### config.mk
export PLATFORM = sky130hd
export DESIGN_NAME = encoder_move_sequencer_flat
export DESIGN_NICKNAME = d
export VERILOG_FILES = /design/src/sv/ems_pkg.sv /design/src/sv/ems_in_if.sv /design/src/sv/ems_out_if.sv /design/src/sv/encoder_move_sequencer.sv /design/src/sv/ems_trim.sv /design/src/sv/ems_delta.sv /design/src/sv/ems_ctrl.sv /design/src/flat_wrapper.sv
export SDC_FILE = /design/constraint.sdc
export NUM_CORES = 2
export LEC_CHECK = 0
export BUFFER_PORTS_ARGS = -buffer_cell sky130_fd_sc_hd__buf_4
export CELL_PAD_IN_SITES_DETAIL_PLACEMENT = 0
export CELL_PAD_IN_SITES_GLOBAL_PLACEMENT = 1
export CORE_MARGIN = 2
export CORE_UTILIZATION = 54
export DETAILED_ROUTE_END_ITERATION = 8
export PLACE_DENSITY_LB_ADDON = 0.1
export SLEW_MARGIN = 15
export SYNTH_ARGS = -nofsm -noshare
export SYNTH_HDL_FRONTEND = slang
export SYNTH_SLANG_ARGS = --single-unit
### constraint.sdc
create_clock -name i_clk -period 26 [get_ports i_clk]
set_clock_uncertainty 0.15 [all_clocks]
set_input_delay 5.2 -clock i_clk [delete_from_list [all_inputs] [get_ports i_clk]]
set_output_delay 5.2 -clock i_clk [all_outputs]
set_load 0.01 [all_outputs]
### src/sv/ems_pkg.sv
// ----------------------------------------------------------------------------
// Move sequencer package
// Shared types, register indexes and codes for the encoder move sequencer.
// ----------------------------------------------------------------------------
package ems_pkg;

    // Configuration register indexes
    localparam logic [2:0] CFG_LEFT_TRIM      = 3'd0;
    localparam logic [2:0] CFG_RIGHT_TRIM     = 3'd1;
    localparam logic [2:0] CFG_MAX_SPEED      = 3'd2;
    localparam logic [2:0] CFG_TIMEOUT_MS     = 3'd3;
    localparam logic [2:0] CFG_OBSTACLE_MODE  = 3'd4;
    localparam logic [2:0] CFG_OBSTACLE_THR   = 3'd5;
    localparam logic [2:0] CFG_PAUSE_MS       = 3'd6;
    localparam logic [2:0] CFG_COOLDOWN_MS    = 3'd7;

    localparam int CFG_IDX_W  = 3;
    localparam int CFG_DATA_W = 20;

    // Command codes
    localparam logic CMD_START = 1'b0;
    localparam logic CMD_TICK  = 1'b1;

    // Direction codes
    localparam logic [1:0] DIR_FORWARD  = 2'd0;
    localparam logic [1:0] DIR_BACKWARD = 2'd1;
    localparam logic [1:0] DIR_RIGHT    = 2'd2;
    localparam logic [1:0] DIR_LEFT     = 2'd3;

    // Obstacle modes (the unused code behaves as ignore)
    localparam logic [1:0] OBS_IGNORE = 2'd0;
    localparam logic [1:0] OBS_STOP   = 2'd1;
    localparam logic [1:0] OBS_PAUSE  = 2'd2;

    // Reset values of the registers
    localparam logic [15:0] RST_LEFT_TRIM    = 16'd16384;
    localparam logic [15:0] RST_RIGHT_TRIM   = 16'd16384;
    localparam logic [14:0] RST_MAX_SPEED    = 15'd32767;
    localparam logic [19:0] RST_TIMEOUT_MS   = 20'd30000;
    localparam logic [1:0]  RST_OBS_MODE     = OBS_IGNORE;
    localparam logic [11:0] RST_OBS_THR      = 12'd200;
    localparam logic [15:0] RST_PAUSE_MS     = 16'd3000;
    localparam logic [15:0] RST_COOLDOWN_MS  = 16'd2000;

    // Q2.14 rounding constant and run counter ceiling
    localparam logic [31:0] TRIM_ROUND = 32'd8192;
    localparam int          TRIM_SHIFT = 14;
    localparam logic [19:0] RUN_MAX    = 20'hFFFFF;

    typedef struct packed {
        logic [15:0] left_trim;
        logic [15:0] right_trim;
        logic [14:0] max_speed;
        logic [19:0] timeout_ms;
        logic [1:0]  obstacle_mode;
        logic [11:0] obstacle_threshold;
        logic [15:0] pause_ms;
        logic [15:0] cooldown_ms;
    } t_cfg;

    typedef struct packed {
        logic               cmd;
        logic [1:0]         direction;
        logic [14:0]        speed;
        logic [23:0]        target_counts;
        logic signed [31:0] right_count;
        logic signed [31:0] left_count;
        logic [11:0]        obstacle_dist;
    } t_item;

    typedef struct packed {
        logic signed [15:0] left_drive;
        logic signed [15:0] right_drive;
        logic               moving;
        logic               paused;
        logic               done_res;
        logic               timed_out;
    } t_res;

endpackage

### src/sv/ems_in_if.sv
// ----------------------------------------------------------------------------
// Move sequencer input channel
// Valid/ready channel carrying start and tick transactions.
// ----------------------------------------------------------------------------
interface ems_in_if;
    logic               valid;
    logic               ready;
    logic               cmd;
    logic [1:0]         direction;
    logic [14:0]        speed;
    logic [23:0]        target_counts;
    logic signed [31:0] right_count;
    logic signed [31:0] left_count;
    logic [11:0]        obstacle_dist;

    modport source (
        output valid, cmd, direction, speed, target_counts,
               right_count, left_count, obstacle_dist,
        input  ready
    );

    modport sink (
        input  valid, cmd, direction, speed, target_counts,
               right_count, left_count, obstacle_dist,
        output ready
    );
endinterface

### src/sv/ems_out_if.sv
// ----------------------------------------------------------------------------
// Move sequencer result channel
// Valid/ready channel carrying one result transaction per input.
// ----------------------------------------------------------------------------
interface ems_out_if;
    logic               valid;
    logic               ready;
    logic signed [15:0] left_drive;
    logic signed [15:0] right_drive;
    logic               moving;
    logic               paused;
    logic               done_res;
    logic               timed_out;

    modport source (
        output valid, left_drive, right_drive, moving, paused, done_res, timed_out,
        input  ready
    );

    modport sink (
        input  valid, left_drive, right_drive, moving, paused, done_res, timed_out,
        output ready
    );
endinterface

### src/sv/encoder_move_sequencer.sv
// ----------------------------------------------------------------------------
// Encoder move sequencer
// Differential-drive move control with obstacle pause and move timeout.
// ----------------------------------------------------------------------------
// Usage:
//   i_in carries start transactions (cmd = start: direction, speed, target)
//   and tick transactions (cmd = tick: one per millisecond, with both encoder
//   counts and the obstacle distance). o_res returns exactly one result
//   transaction per input transaction, in order: the two wheel drives and the
//   moving, paused, done and timed-out flags.
//   Configuration goes through i_cfg_we / i_cfg_idx / i_cfg_data, one register
//   per write, only while no transaction is in flight.
// Flow:
//   A transaction lands in the input register, is evaluated in one pass of
//   combinational logic (trim multiply on start, count compare on tick) and
//   lands in the result register.
//   One transaction per cycle is sustained while o_res is not stalled.
// Reset:
//   Synchronous, active low. Both stages empty, no move active, cooldown and
//   pause cleared, obstacle pause armed, registers at their default values.
// Stall:
//   While o_res is stalled the result register holds; the input register can
//   still take one more transaction, after which i_in.ready drops.
// ----------------------------------------------------------------------------
module encoder_move_sequencer (
    input  logic                                i_clk,
    input  logic                                i_rst_n,
    ems_in_if.sink                              i_in,
    ems_out_if.source                           o_res,
    input  logic                                i_cfg_we,
    input  logic [ems_pkg::CFG_IDX_W-1:0]       i_cfg_idx,
    input  logic [ems_pkg::CFG_DATA_W-1:0]      i_cfg_data
);
    ems_pkg::t_cfg  r_cfg;
    ems_pkg::t_item r_in;
    ems_pkg::t_res  r_out;
    ems_pkg::t_res  res;
    logic           r_in_valid;
    logic           r_out_valid;
    logic           advance;
    logic           accept;
    logic           obs_wr;

    // Move the held transaction forward whenever the result slot is free
    assign advance     = r_in_valid && (!r_out_valid || o_res.ready);
    assign i_in.ready  = !r_in_valid || advance;
    assign accept      = i_in.valid && i_in.ready;
    assign obs_wr      = i_cfg_we && (i_cfg_idx >= ems_pkg::CFG_OBSTACLE_MODE);

    // Configuration registers
    always_ff @(posedge i_clk) begin
        if (!i_rst_n) begin
            r_cfg.left_trim          <= ems_pkg::RST_LEFT_TRIM;
            r_cfg.right_trim         <= ems_pkg::RST_RIGHT_TRIM;
            r_cfg.max_speed          <= ems_pkg::RST_MAX_SPEED;
            r_cfg.timeout_ms         <= ems_pkg::RST_TIMEOUT_MS;
            r_cfg.obstacle_mode      <= ems_pkg::RST_OBS_MODE;
            r_cfg.obstacle_threshold <= ems_pkg::RST_OBS_THR;
            r_cfg.pause_ms           <= ems_pkg::RST_PAUSE_MS;
            r_cfg.cooldown_ms        <= ems_pkg::RST_COOLDOWN_MS;
        end else if (i_cfg_we) begin
            unique case (i_cfg_idx)
                ems_pkg::CFG_LEFT_TRIM:     r_cfg.left_trim          <= i_cfg_data[15:0];
                ems_pkg::CFG_RIGHT_TRIM:    r_cfg.right_trim         <= i_cfg_data[15:0];
                ems_pkg::CFG_MAX_SPEED:     r_cfg.max_speed          <= i_cfg_data[14:0];
                ems_pkg::CFG_TIMEOUT_MS:    r_cfg.timeout_ms         <= i_cfg_data[19:0];
                ems_pkg::CFG_OBSTACLE_MODE: r_cfg.obstacle_mode      <= i_cfg_data[1:0];
                ems_pkg::CFG_OBSTACLE_THR:  r_cfg.obstacle_threshold <= i_cfg_data[11:0];
                ems_pkg::CFG_PAUSE_MS:      r_cfg.pause_ms           <= i_cfg_data[15:0];
                ems_pkg::CFG_COOLDOWN_MS:   r_cfg.cooldown_ms        <= i_cfg_data[15:0];
                default: begin
                end
            endcase
        end
    end

    // Input register: hold the transaction until it can be evaluated
    always_ff @(posedge i_clk) begin
        if (!i_rst_n) begin
            r_in_valid <= 1'b0;
        end else if (accept) begin
            r_in_valid <= 1'b1;
        end else if (advance) begin
            r_in_valid <= 1'b0;
        end
    end

    always_ff @(posedge i_clk) begin
        if (accept) begin
            r_in.cmd           <= i_in.cmd;
            r_in.direction     <= i_in.direction;
            r_in.speed         <= i_in.speed;
            r_in.target_counts <= i_in.target_counts;
            r_in.right_count   <= i_in.right_count;
            r_in.left_count    <= i_in.left_count;
            r_in.obstacle_dist <= i_in.obstacle_dist;
        end
    end

    ems_ctrl u_ctrl (
        .i_clk    (i_clk),
        .i_rst_n  (i_rst_n),
        .i_step   (advance),
        .i_item   (r_in),
        .i_cfg    (r_cfg),
        .i_obs_wr (obs_wr),
        .o_res    (res)
    );

    // Result register: hold while the receiver stalls
    always_ff @(posedge i_clk) begin
        if (!i_rst_n) begin
            r_out_valid <= 1'b0;
        end else if (advance) begin
            r_out_valid <= 1'b1;
        end else if (o_res.ready) begin
            r_out_valid <= 1'b0;
        end
    end

    always_ff @(posedge i_clk) begin
        if (advance) begin
            r_out <= res;
        end
    end

    assign o_res.valid       = r_out_valid;
    assign o_res.left_drive  = r_out.left_drive;
    assign o_res.right_drive = r_out.right_drive;
    assign o_res.moving      = r_out.moving;
    assign o_res.paused      = r_out.paused;
    assign o_res.done_res    = r_out.done_res;
    assign o_res.timed_out   = r_out.timed_out;
endmodule

### src/sv/ems_trim.sv
// ----------------------------------------------------------------------------
// Wheel trim
// Scale a speed magnitude by a Q2.14 gain, round, limit and apply the sign.
// ----------------------------------------------------------------------------
module ems_trim (
    input  logic [14:0]        i_mag,
    input  logic               i_neg,
    input  logic [15:0]        i_trim,
    input  logic [14:0]        i_max,
    output logic signed [15:0] o_drive
);
    logic [31:0] sum;
    logic [17:0] scaled;
    logic [14:0] lim;

    // Product fits in 31 bits, so the rounded sum never wraps
    assign sum    = 32'(i_mag) * 32'(i_trim) + ems_pkg::TRIM_ROUND;
    assign scaled = sum[31:ems_pkg::TRIM_SHIFT];
    assign lim    = (scaled > 18'(i_max)) ? i_max : scaled[14:0];
    assign o_drive = i_neg ? -$signed({1'b0, lim}) : $signed({1'b0, lim});
endmodule

### src/sv/ems_delta.sv
// ----------------------------------------------------------------------------
// Wheel travel check
// Magnitude of the wrapped count difference compared against the target.
// ----------------------------------------------------------------------------
module ems_delta (
    input  logic [31:0] i_cur,
    input  logic [31:0] i_start,
    input  logic [23:0] i_target,
    output logic        o_reached
);
    logic [31:0] diff;
    logic [31:0] mag;

    assign diff      = i_cur - i_start;
    assign mag       = diff[31] ? (32'd0 - diff) : diff;
    assign o_reached = mag >= 32'(i_target);
endmodule

### src/sv/ems_ctrl.sv
// ----------------------------------------------------------------------------
// Move sequencer control
// Move state, obstacle handling and per-transaction result decision.
// ----------------------------------------------------------------------------
module ems_ctrl (
    input  logic           i_clk,
    input  logic           i_rst_n,
    input  logic           i_step,
    input  ems_pkg::t_item i_item,
    input  ems_pkg::t_cfg  i_cfg,
    input  logic           i_obs_wr,
    output ems_pkg::t_res  o_res
);
    logic               r_active, n_active;
    logic [31:0]        r_start_r, n_start_r;
    logic [31:0]        r_start_l, n_start_l;
    logic [23:0]        r_target, n_target;
    logic [19:0]        r_run, n_run;
    logic signed [15:0] r_cmd_l, n_cmd_l;
    logic signed [15:0] r_cmd_r, n_cmd_r;
    logic [15:0]        r_pause, n_pause;
    logic [15:0]        r_cool, n_cool;
    logic               r_wait, n_wait;
    logic               r_armed, n_armed;

    logic               lneg, rneg;
    logic signed [15:0] drv_l, drv_r;
    logic               reach_l, reach_r;
    logic               cd_active, detected, go;
    logic [19:0]        run_inc;

    assign lneg = (i_item.direction == ems_pkg::DIR_BACKWARD) ||
                  (i_item.direction == ems_pkg::DIR_LEFT);
    assign rneg = (i_item.direction == ems_pkg::DIR_BACKWARD) ||
                  (i_item.direction == ems_pkg::DIR_RIGHT);

    ems_trim u_trim_l (
        .i_mag   (i_item.speed),
        .i_neg   (lneg),
        .i_trim  (i_cfg.left_trim),
        .i_max   (i_cfg.max_speed),
        .o_drive (drv_l)
    );

    ems_trim u_trim_r (
        .i_mag   (i_item.speed),
        .i_neg   (rneg),
        .i_trim  (i_cfg.right_trim),
        .i_max   (i_cfg.max_speed),
        .o_drive (drv_r)
    );

    ems_delta u_delta_l (
        .i_cur     (i_item.left_count),
        .i_start   (r_start_l),
        .i_target  (r_target),
        .o_reached (reach_l)
    );

    ems_delta u_delta_r (
        .i_cur     (i_item.right_count),
        .i_start   (r_start_r),
        .i_target  (r_target),
        .o_reached (reach_r)
    );

    assign cd_active = r_cool != 16'd0;
    assign detected  = ((i_cfg.obstacle_mode == ems_pkg::OBS_STOP) ||
                        (i_cfg.obstacle_mode == ems_pkg::OBS_PAUSE)) &&
                       (i_item.obstacle_dist != 12'd0) &&
                       (i_item.obstacle_dist <= i_cfg.obstacle_threshold);
    assign run_inc   = (r_run != ems_pkg::RUN_MAX) ? r_run + 20'd1 : r_run;

    always_comb begin
        n_active  = r_active;
        n_start_r = r_start_r;
        n_start_l = r_start_l;
        n_target  = r_target;
        n_run     = r_run;
        n_cmd_l   = r_cmd_l;
        n_cmd_r   = r_cmd_r;
        n_pause   = r_pause;
        n_cool    = r_cool;
        n_wait    = r_wait;
        n_armed   = r_armed;
        o_res     = '0;
        go        = 1'b0;

        if (i_item.cmd == ems_pkg::CMD_START) begin
            // Replace any running move; cooldown and arming carry over
            n_active  = 1'b1;
            n_start_r = i_item.right_count;
            n_start_l = i_item.left_count;
            n_target  = i_item.target_counts;
            n_run     = '0;
            n_pause   = '0;
            n_wait    = 1'b0;
            n_cmd_l   = drv_l;
            n_cmd_r   = drv_r;
            o_res.left_drive  = drv_l;
            o_res.right_drive = drv_r;
            o_res.moving      = 1'b1;
        end else begin
            if (cd_active) begin
                n_cool = r_cool - 16'd1;
            end
            if (r_active) begin
                if (r_pause != 16'd0) begin
                    // Timed pause running: load cooldown as the last tick ends
                    n_pause = r_pause - 16'd1;
                    if (r_pause == 16'd1) begin
                        n_cool = i_cfg.cooldown_ms;
                    end
                    o_res.moving = 1'b1;
                    o_res.paused = 1'b1;
                end else begin
                    go = 1'b1;
                    if (r_wait) begin
                        if (detected) begin
                            go = 1'b0;
                        end else begin
                            n_wait = 1'b0;
                        end
                    end else if (!detected) begin
                        n_armed = 1'b1;
                    end else if (i_cfg.obstacle_mode == ems_pkg::OBS_STOP) begin
                        n_wait = 1'b1;
                        go     = 1'b0;
                    end else if (!cd_active && r_armed) begin
                        n_armed = 1'b0;
                        if (i_cfg.pause_ms != 16'd0) begin
                            n_pause = i_cfg.pause_ms - 16'd1;
                            if (i_cfg.pause_ms == 16'd1) begin
                                n_cool = i_cfg.cooldown_ms;
                            end
                            go = 1'b0;
                        end else begin
                            n_cool = i_cfg.cooldown_ms;
                        end
                    end

                    if (!go) begin
                        o_res.moving = 1'b1;
                        o_res.paused = 1'b1;
                    end else begin
                        n_run = run_inc;
                        if (reach_l && reach_r) begin
                            n_active       = 1'b0;
                            o_res.done_res = 1'b1;
                        end else if ((i_cfg.timeout_ms != 20'd0) &&
                                     (run_inc >= i_cfg.timeout_ms)) begin
                            n_active        = 1'b0;
                            o_res.timed_out = 1'b1;
                        end else begin
                            o_res.left_drive  = r_cmd_l;
                            o_res.right_drive = r_cmd_r;
                            o_res.moving      = 1'b1;
                        end
                    end
                end
            end
        end
    end

    always_ff @(posedge i_clk) begin
        if (!i_rst_n) begin
            r_active <= 1'b0;
            r_run    <= '0;
            r_pause  <= '0;
            r_cool   <= '0;
            r_wait   <= 1'b0;
            r_armed  <= 1'b1;
        end else if (i_obs_wr) begin
            // Obstacle settings changed: drop cooldown and re-arm
            r_cool  <= '0;
            r_armed <= 1'b1;
        end else if (i_step) begin
            r_active <= n_active;
            r_run    <= n_run;
            r_pause  <= n_pause;
            r_cool   <= n_cool;
            r_wait   <= n_wait;
            r_armed  <= n_armed;
        end
    end

    always_ff @(posedge i_clk) begin
        if (i_step) begin
            r_start_r <= n_start_r;
            r_start_l <= n_start_l;
            r_target  <= n_target;
            r_cmd_l   <= n_cmd_l;
            r_cmd_r   <= n_cmd_r;
        end
    end
endmodule

### src/flat_wrapper.sv
// flat-port wrapper written by rule: the top's interface ports become plain ports
module encoder_move_sequencer_flat 
  (i_clk, i_rst_n, i_cfg_we, i_cfg_idx, i_cfg_data, i_in_valid, i_in_cmd, i_in_direction, i_in_speed, i_in_target_counts, i_in_right_count, i_in_left_count, i_in_obstacle_dist, i_in_ready, o_res_valid, o_res_left_drive, o_res_right_drive, o_res_moving, o_res_paused, o_res_done_res, o_res_timed_out, o_res_ready);
  ems_in_if i_in_i ();
  ems_out_if o_res_i ();
  input  logic i_clk;
  input  logic i_rst_n;
  input  logic i_cfg_we;
  input  logic [ems_pkg::CFG_IDX_W-1:0] i_cfg_idx;
  input  logic [ems_pkg::CFG_DATA_W-1:0] i_cfg_data;
  input wire logic [$bits(i_in_i.valid)-1:0] i_in_valid;
  input wire logic [$bits(i_in_i.cmd)-1:0] i_in_cmd;
  input wire logic [$bits(i_in_i.direction)-1:0] i_in_direction;
  input wire logic [$bits(i_in_i.speed)-1:0] i_in_speed;
  input wire logic [$bits(i_in_i.target_counts)-1:0] i_in_target_counts;
  input wire logic [$bits(i_in_i.right_count)-1:0] i_in_right_count;
  input wire logic [$bits(i_in_i.left_count)-1:0] i_in_left_count;
  input wire logic [$bits(i_in_i.obstacle_dist)-1:0] i_in_obstacle_dist;
  output wire logic [$bits(i_in_i.ready)-1:0] i_in_ready;
  output wire logic [$bits(o_res_i.valid)-1:0] o_res_valid;
  output wire logic [$bits(o_res_i.left_drive)-1:0] o_res_left_drive;
  output wire logic [$bits(o_res_i.right_drive)-1:0] o_res_right_drive;
  output wire logic [$bits(o_res_i.moving)-1:0] o_res_moving;
  output wire logic [$bits(o_res_i.paused)-1:0] o_res_paused;
  output wire logic [$bits(o_res_i.done_res)-1:0] o_res_done_res;
  output wire logic [$bits(o_res_i.timed_out)-1:0] o_res_timed_out;
  input wire logic [$bits(o_res_i.ready)-1:0] o_res_ready;
  assign i_in_i.valid = i_in_valid;
  assign i_in_i.cmd = i_in_cmd;
  assign i_in_i.direction = i_in_direction;
  assign i_in_i.speed = i_in_speed;
  assign i_in_i.target_counts = i_in_target_counts;
  assign i_in_i.right_count = i_in_right_count;
  assign i_in_i.left_count = i_in_left_count;
  assign i_in_i.obstacle_dist = i_in_obstacle_dist;
  assign i_in_ready = i_in_i.ready;
  assign o_res_valid = o_res_i.valid;
  assign o_res_left_drive = o_res_i.left_drive;
  assign o_res_right_drive = o_res_i.right_drive;
  assign o_res_moving = o_res_i.moving;
  assign o_res_paused = o_res_i.paused;
  assign o_res_done_res = o_res_i.done_res;
  assign o_res_timed_out = o_res_i.timed_out;
  assign o_res_i.ready = o_res_ready;
  encoder_move_sequencer u_core (.i_clk(i_clk), .i_rst_n(i_rst_n), .i_in(i_in_i), .o_res(o_res_i), .i_cfg_we(i_cfg_we), .i_cfg_idx(i_cfg_idx), .i_cfg_data(i_cfg_data));
endmodule
==> summary.txt <==
Status: finished, final reports clean
Final Power: 2.332 mW
Area grow syn2layout: 9.487%
CTS max path bufs: 3
Vias in the first global route: 33,560
WP data required: 26.21 ns
Post-synthesis mux area share: 0.6232%
Post-CTS setup repair buffer count: 0
Die width: 286.1 um
Max-slew violations: 0
Remaining antenna violation count: 0
Synth Area in Adders: 28.64%
H-Tree Depth: 2
Tmin final: 11.58 ns
Most common cell after layout, fill and taps aside: nand2_1
Number of port buffers: 183
CP Capture Type: register
Fillers: 7,096
Final Cycle Share: 44.54%
Global-route wire length before repair: 184,500 um
Hold buffers post-CTS: 0
RSZ-0062 raised after global routing: no
Netlist cell types: 95
Nets@finish: 5,743
Synth Area in Simple Gates: 18.00%
GRT Util Overall: 28.32%
Worst Tran Pin Value: 1.145 ns
MaxCap Viol Count: 0
Max frequency: 0.08635 GHz
Final setup vio count: 0
Vias: 33,890
Total length of routed wires: 115,600 um
Synth top area share: 19.15%
Initial drt markers: 2,230
Drc violations: 0
Highest-count cells in the layout ignoring fill and taps: 702 x nand2_1, 648 x inv_1, 398 x ha_1, 366 x fa_1, 274 x edfxtp_1
CP Launch Type: register
Final WS setup: 14.42 ns
Drt pass-1 iters: 6
# IOs: 184
Xor/xnor share of the synthesized area: 3.404%
Crit path arrival time: 11.80 ns
Total grt overflow: 0
Root buffer cell: clkbuf_16
Post-Synthesis Cells: 4,755
Setup CP Type: reg -> reg
Ys flop type: edfxtp_1
CP bufs+invs: 6
Chip height: 286.1 um
Largest net degree at the start of global routing: 85
Critical Path Fanout Max: 32
Dpl ws: 14.70 ns
Clk slew on worst S/H paths: 0.06 ns
Setup TNS Final: 0 ns
Cell Area, Synth: 42,970 um2
Via-per-instance ratio: 5.719
Die ar.: 81,840 um2
Pwr/cell area: 49.56 nW/um2
Sink Count: 444
Clk_lat worst skew: 0.63 ns
Register area share after synthesis: 27.07%
Core area: 78,870 um2
WL/cell: 19.50 um
Max stage delay on crit path: 0.93 ns
CTS tree: done
Starting Density: 54.48%
GP Congestion: 0.8869
Layout cells sized above 1: 7.959%
Maximum vdd ir drop: 56.42 uV
Post-synth ARST share: 0%
Synth Register Bits: 444
EDFF count, synth: 274
Post-CTS Resized: 0
Top delay family on crit path: compound AO/OA/AOI/OAI gates
Most area-consuming cells after synthesis: edfxtp_1 19%, fa_1 17%, ha_1 12%
Synth area leader: edfxtp_1
Synth warnings: 0
Compound-cell area share of the yosys netlist: 14.78%
Class of the worst hold path: reg -> reg
CTS buffer count: 52
Final Hold Viols: 0
Synth Area per Inst: 9.036 um2
Num rows: 103
Slowest cell on crit path: o31ai_1
Initial antenna violation count: 3
Worst slew margin: 21.70%
Main combinational cell family by area after synthesis: adder cells
P_leak: 21.31 nW
Post-DP HPWL: 86,210 um
Synth Net Count: 5,665
==> report_power, final <==
part | internal, mW | total [mW] | switching [mW]
logic | 0.280 | 0.732 | 0.451
registers | 0.794 | 0.818 | 0.0245
clock network | 0.468 | 0.782 | 0.314
==> stage by stage <==
step                      hold WS (ns)  cell area [um2]  util, %  instances
after detailed placement        0.2545            45170    57.28       5828
after floorplan                 0.2503            42970        -       4755
final                           0.2635            47040    59.65       5926
after CTS                       0.2658            47020    59.62       5924
after global routing            0.2744            47040    59.65       5926
after global placement          0.2510            45170    57.28       5828
==> cells by family (layout without fill, tap and decap cells) <==
family | count (synthesis) | in the layout
simple gates | 1592 | 1592
compound gates | 915 | 915
buf+inv | 847 | 967
fa+ha+maj | 764 | 764
flops | 444 | 444
xor+xnor | 167 | 167
mux | 26 | 26
other cells | 0 | 1
==> flip-flops by register name (all words and copies together) (netlist names) <==
signal,flops
u_core.r_in,118
u_core.u_ctrl.r_armed,1
u_core.u_ctrl.r_target,24
u_core.r_in_valid,1
u_core.u_ctrl.r_active,1
u_core.o_res.done_res,1
u_core.o_res.valid,1
u_core.u_ctrl.r_start_r,32
u_core.u_ctrl.r_wait,1
u_core.u_ctrl.r_run,20
u_core.o_res.moving,1
u_core.o_res.timed_out,1
u_core.o_res.left_drive,16
u_core.u_ctrl.r_cmd_l,16
u_core.u_ctrl.r_start_l,32
u_core.u_ctrl.r_pause,16
u_core.u_ctrl.r_cmd_r,16
u_core.u_ctrl.r_cool,16
u_core.r_cfg,113
u_core.o_res.paused,1
u_core.o_res.right_drive,16
==> final timing paths <==
check	from	end	slack, ns	depth (start not counted)
setup / recovery	u_core.r_in[105]	u_core.o_res.right_drive[10]	14.42	36
hold / removal	u_core.r_in[90]	u_core.u_ctrl.r_target[14]	0.26	0
setup reg to reg	u_core.r_in[105]	u_core.o_res.right_drive[10]	14.42	36
hold reg to reg	u_core.r_in[90]	u_core.u_ctrl.r_target[14]	0.26	0
==> cells in the mapped netlist (7+ instances only) <==
library cell,n
nand2b_1,32
nand2_1,702
nor4_1,32
nor2_1,183
or3_1,32
clkbuf_1,180
edfxtp_1,274
a21boi_0,90
nor3_1,74
a31o_2,9
o2111ai_1,20
a22oi_1,19
inv_1,648
a21o_1,86
o221ai_1,7
o21bai_1,10
o211a_1,7
xor2_1,58
o211ai_1,47
or2_2,22
nor2b_1,47
o41ai_1,7
or4_1,13
o21a_1,33
a211oi_1,28
dfxtp_1,170
and3_1,28
buf_2,10
and2_1,246
o21ai_0,135
a21oi_1,208
xnor2_1,109
a31oi_1,27
o31ai_1,57
fa_1,366
o2111a_1,7
a211o_1,15
nand4_1,46
nand3_1,80
o31ai_2,10
a311oi_1,10
and4_1,14
ha_1,398
mux2i_1,20
==> cell type report <==
cell class / count / area, um2 / share of cell area, %
tap: 1050 / 1314 / 2.793
inverter: 648 / 2432 / 5.170
clock buffer: 66 / 1414 / 3.005
antenna: 1 / 2.502 / 0.005319
sequential: 444 / 11630 / 24.72
clock inverter: 30 / 434.2 / 0.9229
multi-input combinational: 3464 / 28130 / 59.80
timing repair buffer: 223 / 1682 / 3.575
==> metal layers <==
metal / global-route usage, % / share of wire [%] / vias to the layer above
met5: 0 / 0.021 / -
met1: 38.01 / 44 / 16560
met3: 3.389 / 5.1 / 155
li1: - / - / 16300
met2: 48.78 / 48 / 876
met4: 6.924 / 2.5 / 4
Power figures use the tool's default switching activity.
